### config.mk
export PLATFORM = sky130hd
export DESIGN_NAME = atomic_byte_ring_buffer_flat
export DESIGN_NICKNAME = d
export VERILOG_FILES = /design/src/abrb_pkg.sv /design/src/abrb_in_if.sv /design/src/abrb_out_if.sv /design/src/abrb_result_pipe.sv /design/src/atomic_byte_ring_buffer.sv /design/src/flat_wrapper.sv
export VERILOG_INCLUDE_DIRS = /design/src /design/src/src
export SDC_FILE = /design/constraint.sdc
export NUM_CORES = 1
export LEC_CHECK = 0
export BUFFER_PORTS_ARGS = -buffer_cell sky130_fd_sc_hd__buf_2
export CORE_MARGIN = 10
export CORE_UTILIZATION = 40
export DETAILED_ROUTE_END_ITERATION = 10
export PLACE_DENSITY = 0.62
export SYNTH_ARGS = -nofsm -noshare
export SYNTH_HDL_FRONTEND = slang
export SYNTH_SLANG_ARGS = --single-unit
export TNS_END_PERCENT = 20
### constraint.sdc
create_clock -name clk -period 4.1 [get_ports clk]
set_clock_uncertainty 0.15 [all_clocks]
set_input_delay 0.615 -clock clk [delete_from_list [all_inputs] [get_ports clk]]
set_output_delay 0.615 -clock clk [all_outputs]
set_load 0.02 [all_outputs]
### src/atomic_byte_ring_buffer_defines.svh
// Assertion macros for the atomic byte ring buffer.
// Included by the RTL files that carry concurrent checks; depends on nothing.
`ifndef ATOMIC_BYTE_RING_BUFFER_DEFINES_SVH
`define ATOMIC_BYTE_RING_BUFFER_DEFINES_SVH

`ifndef SYNTHESIS

// Same-cycle implication, disabled while reset is low.
`define ABRB_ASSERT_IMPL(name, ck, rn, ante, cons) \
  name: assert property (@(posedge ck) disable iff (!rn) (ante) |-> (cons)) \
    else $error("abrb assertion failed");

// Next-cycle implication, disabled while reset is low.
`define ABRB_ASSERT_NEXT(name, ck, rn, ante, cons) \
  name: assert property (@(posedge ck) disable iff (!rn) (ante) |=> (cons)) \
    else $error("abrb assertion failed");

`else

`define ABRB_ASSERT_IMPL(name, ck, rn, ante, cons)
`define ABRB_ASSERT_NEXT(name, ck, rn, ante, cons)

`endif

`endif

### src/abrb_pkg.sv
// Shared widths, codes and types of the atomic byte ring buffer.
// Used by the channel interfaces, the result pipe and the top level.
package abrb_pkg;

  // Fixed payload widths.
  localparam int LEN_W  = 7;
  localparam int DATA_W = 8;

  // Default storage depth in bytes.
  localparam int DEPTH_DEF = 64;

  // Operation codes on the input channel.
  localparam logic OP_WRITE = 1'b0;
  localparam logic OP_READ  = 1'b1;

  // Result kinds on the output channel.
  localparam logic KIND_WSTAT = 1'b0;
  localparam logic KIND_RDATA = 1'b1;

  // Descriptor of one result on its way to the output register.
  typedef struct packed {
    logic             kind;
    logic [LEN_W-1:0] count;
    logic             last;
    logic             from_mem;
  } result_meta_t;

endpackage

### src/abrb_in_if.sv
// Input channel of the atomic byte ring buffer: valid/ready plus one item.
// Depends on abrb_pkg for the payload widths.
interface abrb_in_if;
  logic                        valid;
  logic                        ready;
  logic                        op;
  logic [abrb_pkg::LEN_W-1:0]  length;
  logic [abrb_pkg::DATA_W-1:0] data_in;

  modport source (output valid, op, length, data_in, input ready);
  modport sink   (input valid, op, length, data_in, output ready);
endinterface

### src/abrb_out_if.sv
// Result channel of the atomic byte ring buffer: valid/ready plus one result.
// Depends on abrb_pkg for the payload widths.
interface abrb_out_if;
  logic                        valid;
  logic                        ready;
  logic                        kind;
  logic [abrb_pkg::LEN_W-1:0]  moved_count;
  logic [abrb_pkg::DATA_W-1:0] read_data;
  logic                        last_of_run;

  modport source (output valid, kind, moved_count, read_data, last_of_run, input ready);
  modport sink   (input valid, kind, moved_count, read_data, last_of_run, output ready);
endinterface

### src/abrb_result_pipe.sv
// Two-stage result path: memory-data stage followed by the output register.
// Depends on abrb_pkg and abrb_out_if.
module abrb_result_pipe (
  input  logic                        clk,
  input  logic                        rst_n,
  input  logic                        load,
  input  abrb_pkg::result_meta_t      meta,
  input  logic [abrb_pkg::DATA_W-1:0] mem_q,
  output logic                        take,
  abrb_out_if.source                  out_bus
);

  logic                        pend_r;
  abrb_pkg::result_meta_t      meta_r;
  logic                        out_valid_r;
  logic                        kind_r;
  logic [abrb_pkg::LEN_W-1:0]  count_r;
  logic [abrb_pkg::DATA_W-1:0] data_r;
  logic                        last_r;
  logic                        advance;

  // The output register frees up when it is empty or its beat is taken.
  assign advance = !out_valid_r || out_bus.ready;
  assign take    = !pend_r || advance;

  // Control: stage occupancy.
  always_ff @(posedge clk) begin
    if (!rst_n) begin
      pend_r      <= 1'b0;
      out_valid_r <= 1'b0;
    end else begin
      if (advance) begin
        out_valid_r <= pend_r;
      end
      if (take) begin
        pend_r <= load;
      end
    end
  end

  // Payload: the memory read data is held by the caller while this stage waits.
  always_ff @(posedge clk) begin
    if (take && load) begin
      meta_r <= meta;
    end
    if (advance && pend_r) begin
      kind_r  <= meta_r.kind;
      count_r <= meta_r.count;
      last_r  <= meta_r.last;
      data_r  <= meta_r.from_mem ? mem_q : '0;
    end
  end

  assign out_bus.valid       = out_valid_r;
  assign out_bus.kind        = kind_r;
  assign out_bus.moved_count = count_r;
  assign out_bus.read_data   = data_r;
  assign out_bus.last_of_run = last_r;

endmodule

### src/atomic_byte_ring_buffer.sv
// Top level of the atomic byte ring buffer: byte store, pointers, run tracking.
// Depends on abrb_pkg, abrb_in_if, abrb_out_if, abrb_result_pipe and the defines header.
//
//   channel   | dir | beat contents
//   ----------+-----+------------------------------------------------
//   in_bus    | in  | op, length, data_in
//   out_bus   | out | kind, moved_count, read_data, last_of_run
//   cfg_*     | in  | cfg_wr_data (buffer size), written when cfg_wr_en
//
// A write item or a refused read needs no sequencer; write items may follow back to back.
// An accepted read of N bytes starts the read sequencer, which then delivers one byte per
// cycle, unless the output stalls, through the single read port of the byte store.
// Reset is synchronous; the byte store is not cleared, so there is no clearing pass.
// A stalled output, with the data stage full, holds the read sequencer and the input.
`include "atomic_byte_ring_buffer_defines.svh"

module atomic_byte_ring_buffer #(
  parameter int DEPTH = abrb_pkg::DEPTH_DEF
) (
  input  logic                       clk,
  input  logic                       rst_n,
  abrb_in_if.sink                    in_bus,
  abrb_out_if.source                 out_bus,
  input  logic                       cfg_wr_en,
  input  logic [abrb_pkg::LEN_W-1:0] cfg_wr_data
);

  localparam int PTR_W  = $clog2(DEPTH);
  localparam int SIZE_W = $clog2(DEPTH + 1);
  localparam int LEN_W  = abrb_pkg::LEN_W;
  localparam int DATA_W = abrb_pkg::DATA_W;

  // Step a pointer by one, wrapping at the configured size.
  function automatic logic [PTR_W-1:0] ptr_inc(input logic [PTR_W-1:0] p,
                                               input logic [SIZE_W-1:0] size);
    logic [SIZE_W-1:0] nxt;
    nxt = SIZE_W'(p) + SIZE_W'(1);
    return (nxt == size) ? '0 : nxt[PTR_W-1:0];
  endfunction

  // Byte store and its registered read data.
  logic [DATA_W-1:0] mem [DEPTH];
  logic [DATA_W-1:0] mem_q;

  // Buffer state.
  logic [SIZE_W-1:0] size_r;
  logic [SIZE_W-1:0] filled_r;
  logic [PTR_W-1:0]  rd_ptr_r;
  logic [PTR_W-1:0]  wr_ptr_r;

  // Open write run.
  logic              run_open_r;
  logic              run_acc_r;
  logic [LEN_W-1:0]  run_left_r;
  logic [LEN_W-1:0]  run_total_r;
  logic [PTR_W-1:0]  stage_ptr_r;

  // Read sequencer.
  logic              reading_r;
  logic [SIZE_W-1:0] rd_left_r;
  logic [LEN_W-1:0]  rd_total_r;

  logic                   take;
  logic                   in_acc;
  logic                   wr_item;
  logic                   rd_item;
  logic                   first;
  logic                   len_ok;
  logic                   eff_acc;
  logic [LEN_W-1:0]       eff_left;
  logic [LEN_W-1:0]       eff_total;
  logic [PTR_W-1:0]       eff_stage;
  logic [PTR_W-1:0]       stage_inc;
  logic [LEN_W-1:0]       left_dec;
  logic                   zero_run;
  logic                   run_done;
  logic                   mem_we;
  logic                   rd_ok;
  logic                   rd_issue;
  logic                   load;
  logic [LEN_W-1:0]       cfg_sat;
  abrb_pkg::result_meta_t meta;

  // Input handshake: idle sequencer and room in the result path.
  assign in_bus.ready = !reading_r && take;
  assign in_acc       = in_bus.valid && in_bus.ready;
  assign wr_item      = in_acc && (in_bus.op == abrb_pkg::OP_WRITE);
  assign rd_item      = in_acc && (in_bus.op == abrb_pkg::OP_READ);

  // Write run: the first beat sets length and verdict, later beats use the stored ones.
  assign first     = !run_open_r;
  assign len_ok    = (in_bus.length != '0) &&
                     (in_bus.length <= LEN_W'(size_r - filled_r));
  assign eff_acc   = first ? len_ok : run_acc_r;
  assign eff_left  = first ? in_bus.length : run_left_r;
  assign eff_total = first ? in_bus.length : run_total_r;
  assign eff_stage = first ? wr_ptr_r : stage_ptr_r;
  assign stage_inc = ptr_inc(eff_stage, size_r);
  assign zero_run  = first && (in_bus.length == '0);
  assign left_dec  = eff_left - LEN_W'(1);
  assign run_done  = zero_run || (left_dec == '0);
  assign mem_we    = wr_item && !zero_run && eff_acc;

  // Read request: served only from committed bytes.
  assign rd_ok    = (in_bus.length != '0) && (in_bus.length <= LEN_W'(filled_r));
  assign rd_issue = reading_r && take;

  // Saturate the configured size into 1..DEPTH.
  always_comb begin
    if (cfg_wr_data == '0) begin
      cfg_sat = LEN_W'(1);
    end else if (cfg_wr_data > LEN_W'(DEPTH)) begin
      cfg_sat = LEN_W'(DEPTH);
    end else begin
      cfg_sat = cfg_wr_data;
    end
  end

  // Result descriptor: a read byte from the sequencer, else a write status or an empty read result.
  always_comb begin
    meta = '0;
    if (rd_issue) begin
      meta.kind     = abrb_pkg::KIND_RDATA;
      meta.count    = rd_total_r;
      meta.last     = (rd_left_r == SIZE_W'(1));
      meta.from_mem = 1'b1;
    end else begin
      meta.kind     = wr_item ? abrb_pkg::KIND_WSTAT : abrb_pkg::KIND_RDATA;
      meta.count    = (wr_item && eff_acc) ? eff_total : '0;
      meta.last     = 1'b1;
      meta.from_mem = 1'b0;
    end
  end

  assign load = rd_issue || (wr_item && run_done) || (rd_item && !rd_ok);

  // Byte store. Staged writes land outside the committed region and no item is taken
  // while a read is running, so a read never meets a write to the same entry.
  always_ff @(posedge clk) begin
    if (mem_we) begin
      mem[eff_stage] <= in_bus.data_in;
    end
    if (rd_issue) begin
      mem_q <= mem[rd_ptr_r];
    end
  end

  // Control state; a configuration write empties the buffer.
  always_ff @(posedge clk) begin
    if (!rst_n) begin
      size_r      <= SIZE_W'(DEPTH);
      filled_r    <= '0;
      rd_ptr_r    <= '0;
      wr_ptr_r    <= '0;
      run_open_r  <= 1'b0;
      run_acc_r   <= 1'b0;
      run_left_r  <= '0;
      run_total_r <= '0;
      stage_ptr_r <= '0;
      reading_r   <= 1'b0;
      rd_left_r   <= '0;
      rd_total_r  <= '0;
    end else if (cfg_wr_en) begin
      size_r      <= SIZE_W'(cfg_sat);
      filled_r    <= '0;
      rd_ptr_r    <= '0;
      wr_ptr_r    <= '0;
      run_open_r  <= 1'b0;
      run_acc_r   <= 1'b0;
      run_left_r  <= '0;
      run_total_r <= '0;
      reading_r   <= 1'b0;
      rd_left_r   <= '0;
    end else begin
      // Write beats stage bytes and commit an accepted run on its final beat.
      if (wr_item && !zero_run) begin
        run_open_r  <= !run_done;
        run_acc_r   <= eff_acc;
        run_left_r  <= left_dec;
        run_total_r <= eff_total;
        stage_ptr_r <= stage_inc;
        if (run_done && eff_acc) begin
          wr_ptr_r <= stage_inc;
          filled_r <= filled_r + SIZE_W'(eff_total);
        end
      end
      // Accepted read: claim the bytes now, deliver them one per cycle unless the output stalls.
      if (rd_item && rd_ok) begin
        reading_r  <= 1'b1;
        rd_left_r  <= SIZE_W'(in_bus.length);
        rd_total_r <= in_bus.length;
        filled_r   <= filled_r - SIZE_W'(in_bus.length);
      end
      if (rd_issue) begin
        rd_ptr_r  <= ptr_inc(rd_ptr_r, size_r);
        rd_left_r <= rd_left_r - SIZE_W'(1);
        if (rd_left_r == SIZE_W'(1)) begin
          reading_r <= 1'b0;
        end
      end
    end
  end

  abrb_result_pipe u_result_pipe (
    .clk     (clk),
    .rst_n   (rst_n),
    .load    (load),
    .meta    (meta),
    .mem_q   (mem_q),
    .take    (take),
    .out_bus (out_bus)
  );

  // Checks on occupancy, pointers and the read sequencer.
  `ABRB_ASSERT_IMPL(a_fill_bound, clk, rst_n, 1'b1, filled_r <= size_r)
  `ABRB_ASSERT_IMPL(a_ptr_bound, clk, rst_n, 1'b1, (SIZE_W'(wr_ptr_r) < size_r) && (SIZE_W'(rd_ptr_r) < size_r))
  `ABRB_ASSERT_NEXT(a_read_start, clk, rst_n, rd_item && rd_ok && !cfg_wr_en, reading_r)
  `ABRB_ASSERT_IMPL(a_read_left, clk, rst_n, reading_r, rd_left_r != '0)

endmodule
### src/flat_wrapper.sv
// flat-port wrapper written by rule: the top's interface ports become plain ports
module atomic_byte_ring_buffer_flat 
#(
  parameter int DEPTH = abrb_pkg::DEPTH_DEF
)
  (clk, rst_n, cfg_wr_en, cfg_wr_data, in_bus_valid, in_bus_op, in_bus_length, in_bus_data_in, in_bus_ready, out_bus_valid, out_bus_kind, out_bus_moved_count, out_bus_read_data, out_bus_last_of_run, out_bus_ready);
  abrb_in_if in_bus_i ();
  abrb_out_if out_bus_i ();
  input  logic clk;
  input  logic rst_n;
  input  logic cfg_wr_en;
  input  logic [abrb_pkg::LEN_W-1:0] cfg_wr_data;
  input wire logic [$bits(in_bus_i.valid)-1:0] in_bus_valid;
  input wire logic [$bits(in_bus_i.op)-1:0] in_bus_op;
  input wire logic [$bits(in_bus_i.length)-1:0] in_bus_length;
  input wire logic [$bits(in_bus_i.data_in)-1:0] in_bus_data_in;
  output wire logic [$bits(in_bus_i.ready)-1:0] in_bus_ready;
  output wire logic [$bits(out_bus_i.valid)-1:0] out_bus_valid;
  output wire logic [$bits(out_bus_i.kind)-1:0] out_bus_kind;
  output wire logic [$bits(out_bus_i.moved_count)-1:0] out_bus_moved_count;
  output wire logic [$bits(out_bus_i.read_data)-1:0] out_bus_read_data;
  output wire logic [$bits(out_bus_i.last_of_run)-1:0] out_bus_last_of_run;
  input wire logic [$bits(out_bus_i.ready)-1:0] out_bus_ready;
  assign in_bus_i.valid = in_bus_valid;
  assign in_bus_i.op = in_bus_op;
  assign in_bus_i.length = in_bus_length;
  assign in_bus_i.data_in = in_bus_data_in;
  assign in_bus_ready = in_bus_i.ready;
  assign out_bus_valid = out_bus_i.valid;
  assign out_bus_kind = out_bus_i.kind;
  assign out_bus_moved_count = out_bus_i.moved_count;
  assign out_bus_read_data = out_bus_i.read_data;
  assign out_bus_last_of_run = out_bus_i.last_of_run;
  assign out_bus_i.ready = out_bus_ready;
  atomic_byte_ring_buffer #(.DEPTH(DEPTH)) u_core (.clk(clk), .rst_n(rst_n), .in_bus(in_bus_i), .out_bus(out_bus_i), .cfg_wr_en(cfg_wr_en), .cfg_wr_data(cfg_wr_data));
endmodule
==> metrics.md <==
| Metric | Value |
|---|---|
| Status | finished, final reports clean |
| Critical path data required time | 4270 ps |
| Worst rel slew slack | 0.256 |
| Layout cells sized above 1 | 0.266 |
| Buf+Inv Stages, Crit Path | 4 |
| Critical path's largest stage delay | 360 ps |
| Register-to-Register Setup Slack | a little under 200 ps |
| Remaining Overflow, GRT | 0 |
| Final setup TNS | 0 ps |
| Drt pass-1 iters | 7 |
| Worst r2r src | u_core.filled_r[0]$_SDFFE_PP0P_ |
| # H-tree levels | 2 |
| RePlAce Congestion | approximately 0.83 |
| Final-stage net count | approximately 1700 |
| Post-synth EDFFs | between 500 and 600 |
| Final worst path period share | 0.952 |
| RSZ-0062 raised after global routing | yes |
| Die Wd | between 200 and 300 microns |
| CTS Root Cell | clkbuf_16 |
| DR vias | around 14000 |
| Leak | ~9.3 nW |
| Max-slew violation count | 0 |
| HPWL after DPL | between 30 and 40 mm |
| IO Pins | 47 |
| Nature of the critical path startpoint | register |
| Core footprint | between 60000 and 70000 sq um |
| 1st-iter DRT viols | 1363 |
| Mapped Area | 25500 sq um |
| Total of max-cap violations | 0 |
| Hold/Removal Path Class | primary input to register |
| CTS tree | done |
| Ys Warns | 0 |
| Die Y | 272 microns |
| DRC viols | 0 |
| Die ar. | ~74000 sq um |
| Worst EP arrival | 4070 ps |
| Crit Path Category | register to register |
| Antenna diodes | 0 |
| Cells along the critical path | ha_1 -> inv_1 -> fa_2 -> a21o_1 -> a21oi_2 -> o21bai_1 -> a21oi_1 -> xnor2_1 -> ha_1 -> nand4_1 -> o21ai_0 -> nor3_1 -> o221ai_2 -> nor2_1 -> buf_4 -> nand3_1 -> buf_6 -> nor2_1 -> buf_4 |
| Placement-stage cell area | ~27000 sq um |
| FF+latch count, synth | slightly above 600 |
| Buffers from clock root to sink, at most | 3 |
| Number of global-route vias before repair | between 10000 and 15000 |
| Final ANT Viol Nets | 0 |
| Drt wl/cell | between 20 and 25 microns |
| CP Capture Type | register |
| Mapped Nets | roughly 1500 |
| Commonest non-fill, non-tap cell in the layout | edfxtp_1 |
| Mapped Cells | between 1000 and 1500 |
| Post-synthesis cell type count | 61 |
| Min-Delay Startpoint | rst_n |
| Largest net degree at the start of global routing | 54 |
| Min Tclk post-route | approximately 3900 ps |
| FP Rows | 92 |
| P&R area growth vs syn | 15.2% |
| Pwr/cell area | ~430 nW/um^2 |
| Ys flop type | edfxtp_1 |
| CTS sink count | approximately 600 |
| # setup viols final | 0 |
| Maximum VDD drop | between 0.3 and 0.4 mV |
| Port buffer count | 46 |
| Crit path max fanout | 8 |
| Highest Clock Rate | about 260 MHz |
| CTS Buf Count | 60 |
| Initial Util | 0.404 |
| Routed WL | ~60 mm |
| CP max stage cell | dfxtp_1 |
| Final non-filler cell area | approximately 29000 sq um |
| Worst-margin pin slew | about 1100 ps |
| All-Layer GR Usage | 0.162 |
| Worst-path clk slew | ~60 ps |
| Most frequent cells in the layout | edfxtp_1 (547), mux4_2 (162), buf_4 (113) |
| Worst Setup SP | u_core.filled_r[0]$_SDFFE_PP0P_ |
| Syn avg cell area | around 17 sq um |
| Delay-heaviest family, CP | compound AO/OA/AOI/OAI gates |
| Initial antenna violation count | 0 |
| Final Hold Viols | 0 |
| Post-DR vias/cell | about 5.5 |
| First-pass GRT wire length | ~90 mm |
| Sequential-to-total area share from yosys stat | 0.696 |
| Ys async rst share | 0 |
| Worst skew pair latency | 630 ps |
synthesized netlist by cell type, drive strengths merged, types with 16 or more instances:
| cell | number | area share |
|---|---|---|
| nor2b | 26 | 0.0064 |
| nand2 | 70 | 0.010 |
| ha | 32 | 0.016 |
| mux4 | 162 | 0.14 |
| buf | 33 | 0.0070 |
| and2 | 16 | 0.0040 |
| nand3 | 18 | 0.0035 |
| a21oi | 53 | 0.010 |
| mux2i | 25 | 0.0098 |
| nor3 | 18 | 0.0035 |
| inv | 44 | 0.0065 |
| o21ai | 37 | 0.0073 |
| dfxtp | 65 | 0.051 |
| clkbuf | 40 | 0.0083 |
| nor2 | 110 | 0.016 |
| xnor2 | 30 | 0.010 |
| edfxtp | 547 | 0.65 |
| a211oi | 20 | 0.0061 |
per-stage QoR:
stage | setup slack (ps) | power, W | hold WS [ps] | instances | utilization
after floorplan | 128 | 0.00714 | 250 | 1455 | -
after global placement | -94.2 | 0.00734 | 255 | 2394 | 0.433
after detailed placement | -160 | 0.00735 | 255 | 2394 | 0.433
after CTS | 37.2 | 0.0128 | 130 | 2505 | 0.464
after global routing | -31.6 | 0.0131 | 142 | 2506 | 0.465
final | 195 | 0.0127 | 156 | 2506 | 0.465
final timing paths:
path / to / cells past startpoint
max: u_core.mem[8][1]$_DFFE_PP_ / 19
min: u_core.size_r[0]$_SDFFE_PN0P_ / 2
max reg2reg: u_core.mem[8][1]$_DFFE_PP_ / 19
min reg2reg: u_core.u_result_pipe.out_bus.moved_count[6]$_DFFE_PP_ / 0
sequential cells by signal, indices dropped and copies added (netlist names), 8 cells and up:
| name | count |
|---|---|
| u_core.u_result_pipe.meta_r | 10 |
| u_core.u_result_pipe.out_bus.read_data | 8 |
| u_core.mem_q | 8 |
| u_core.mem | 512 |
final cells by class:
class | instances | area [sq um]
clock inverter | 35 | 358
timing repair buffer | 167 | 1210
inverter | 44 | 168
sequential | 612 | 17700
tap | 846 | 1060
clock buffer | 76 | 1570
multi-input combinational | 726 | 7220
fill | 5453 | 33800
worst reg2reg max path: cells and delay by family (launching register included):
kind | cells | cell delay (ps)
flops | 1 | 360
fa+ha+maj | 3 | 820
simple gates | 5 | 700
buf+inv | 4 | 590
xor+xnor | 1 | 100
compound gates | 6 | 850
metal layers:
layer  GRT usage  part of all wire
met5           0                 0
met3      0.0338             0.071
met2       0.258              0.48
met1       0.219              0.42
met4      0.0506             0.027
power breakdown:
group / internal [W] / total, W / switching, W
clock network: 0.00314 / 0.00546 / 0.00232
logic: 0.000120 / 0.000391 / 0.000271
registers: 0.00681 / 0.00682 / 0.0000147
logic make-up after synthesis:
| family | count (synthesis) | share of synthesized area |
|---|---|---|
| AO/OA/AOI/OAI | 160 | 0.0390 |
| buffers and inverters | 117 | 0.0218 |
| AND/OR/NAND/NOR | 305 | 0.0576 |
| XOR/XNOR | 39 | 0.0140 |
| flip-flops | 612 | 0.696 |
| multiplexers | 187 | 0.153 |
| adder cells (fa/ha/maj) | 35 | 0.0181 |
timing repair:
item | 4_1_cts | 5_1_grt
setup endpoints to repair | 264 | 515
cloned | 0 | 0
pin swaps | 0 | 11
buffers inserted | 0 | 1
gates resized for setup | 5 | 16
hold buffers | 0 | 0
(Power assumes the default switching activity.)
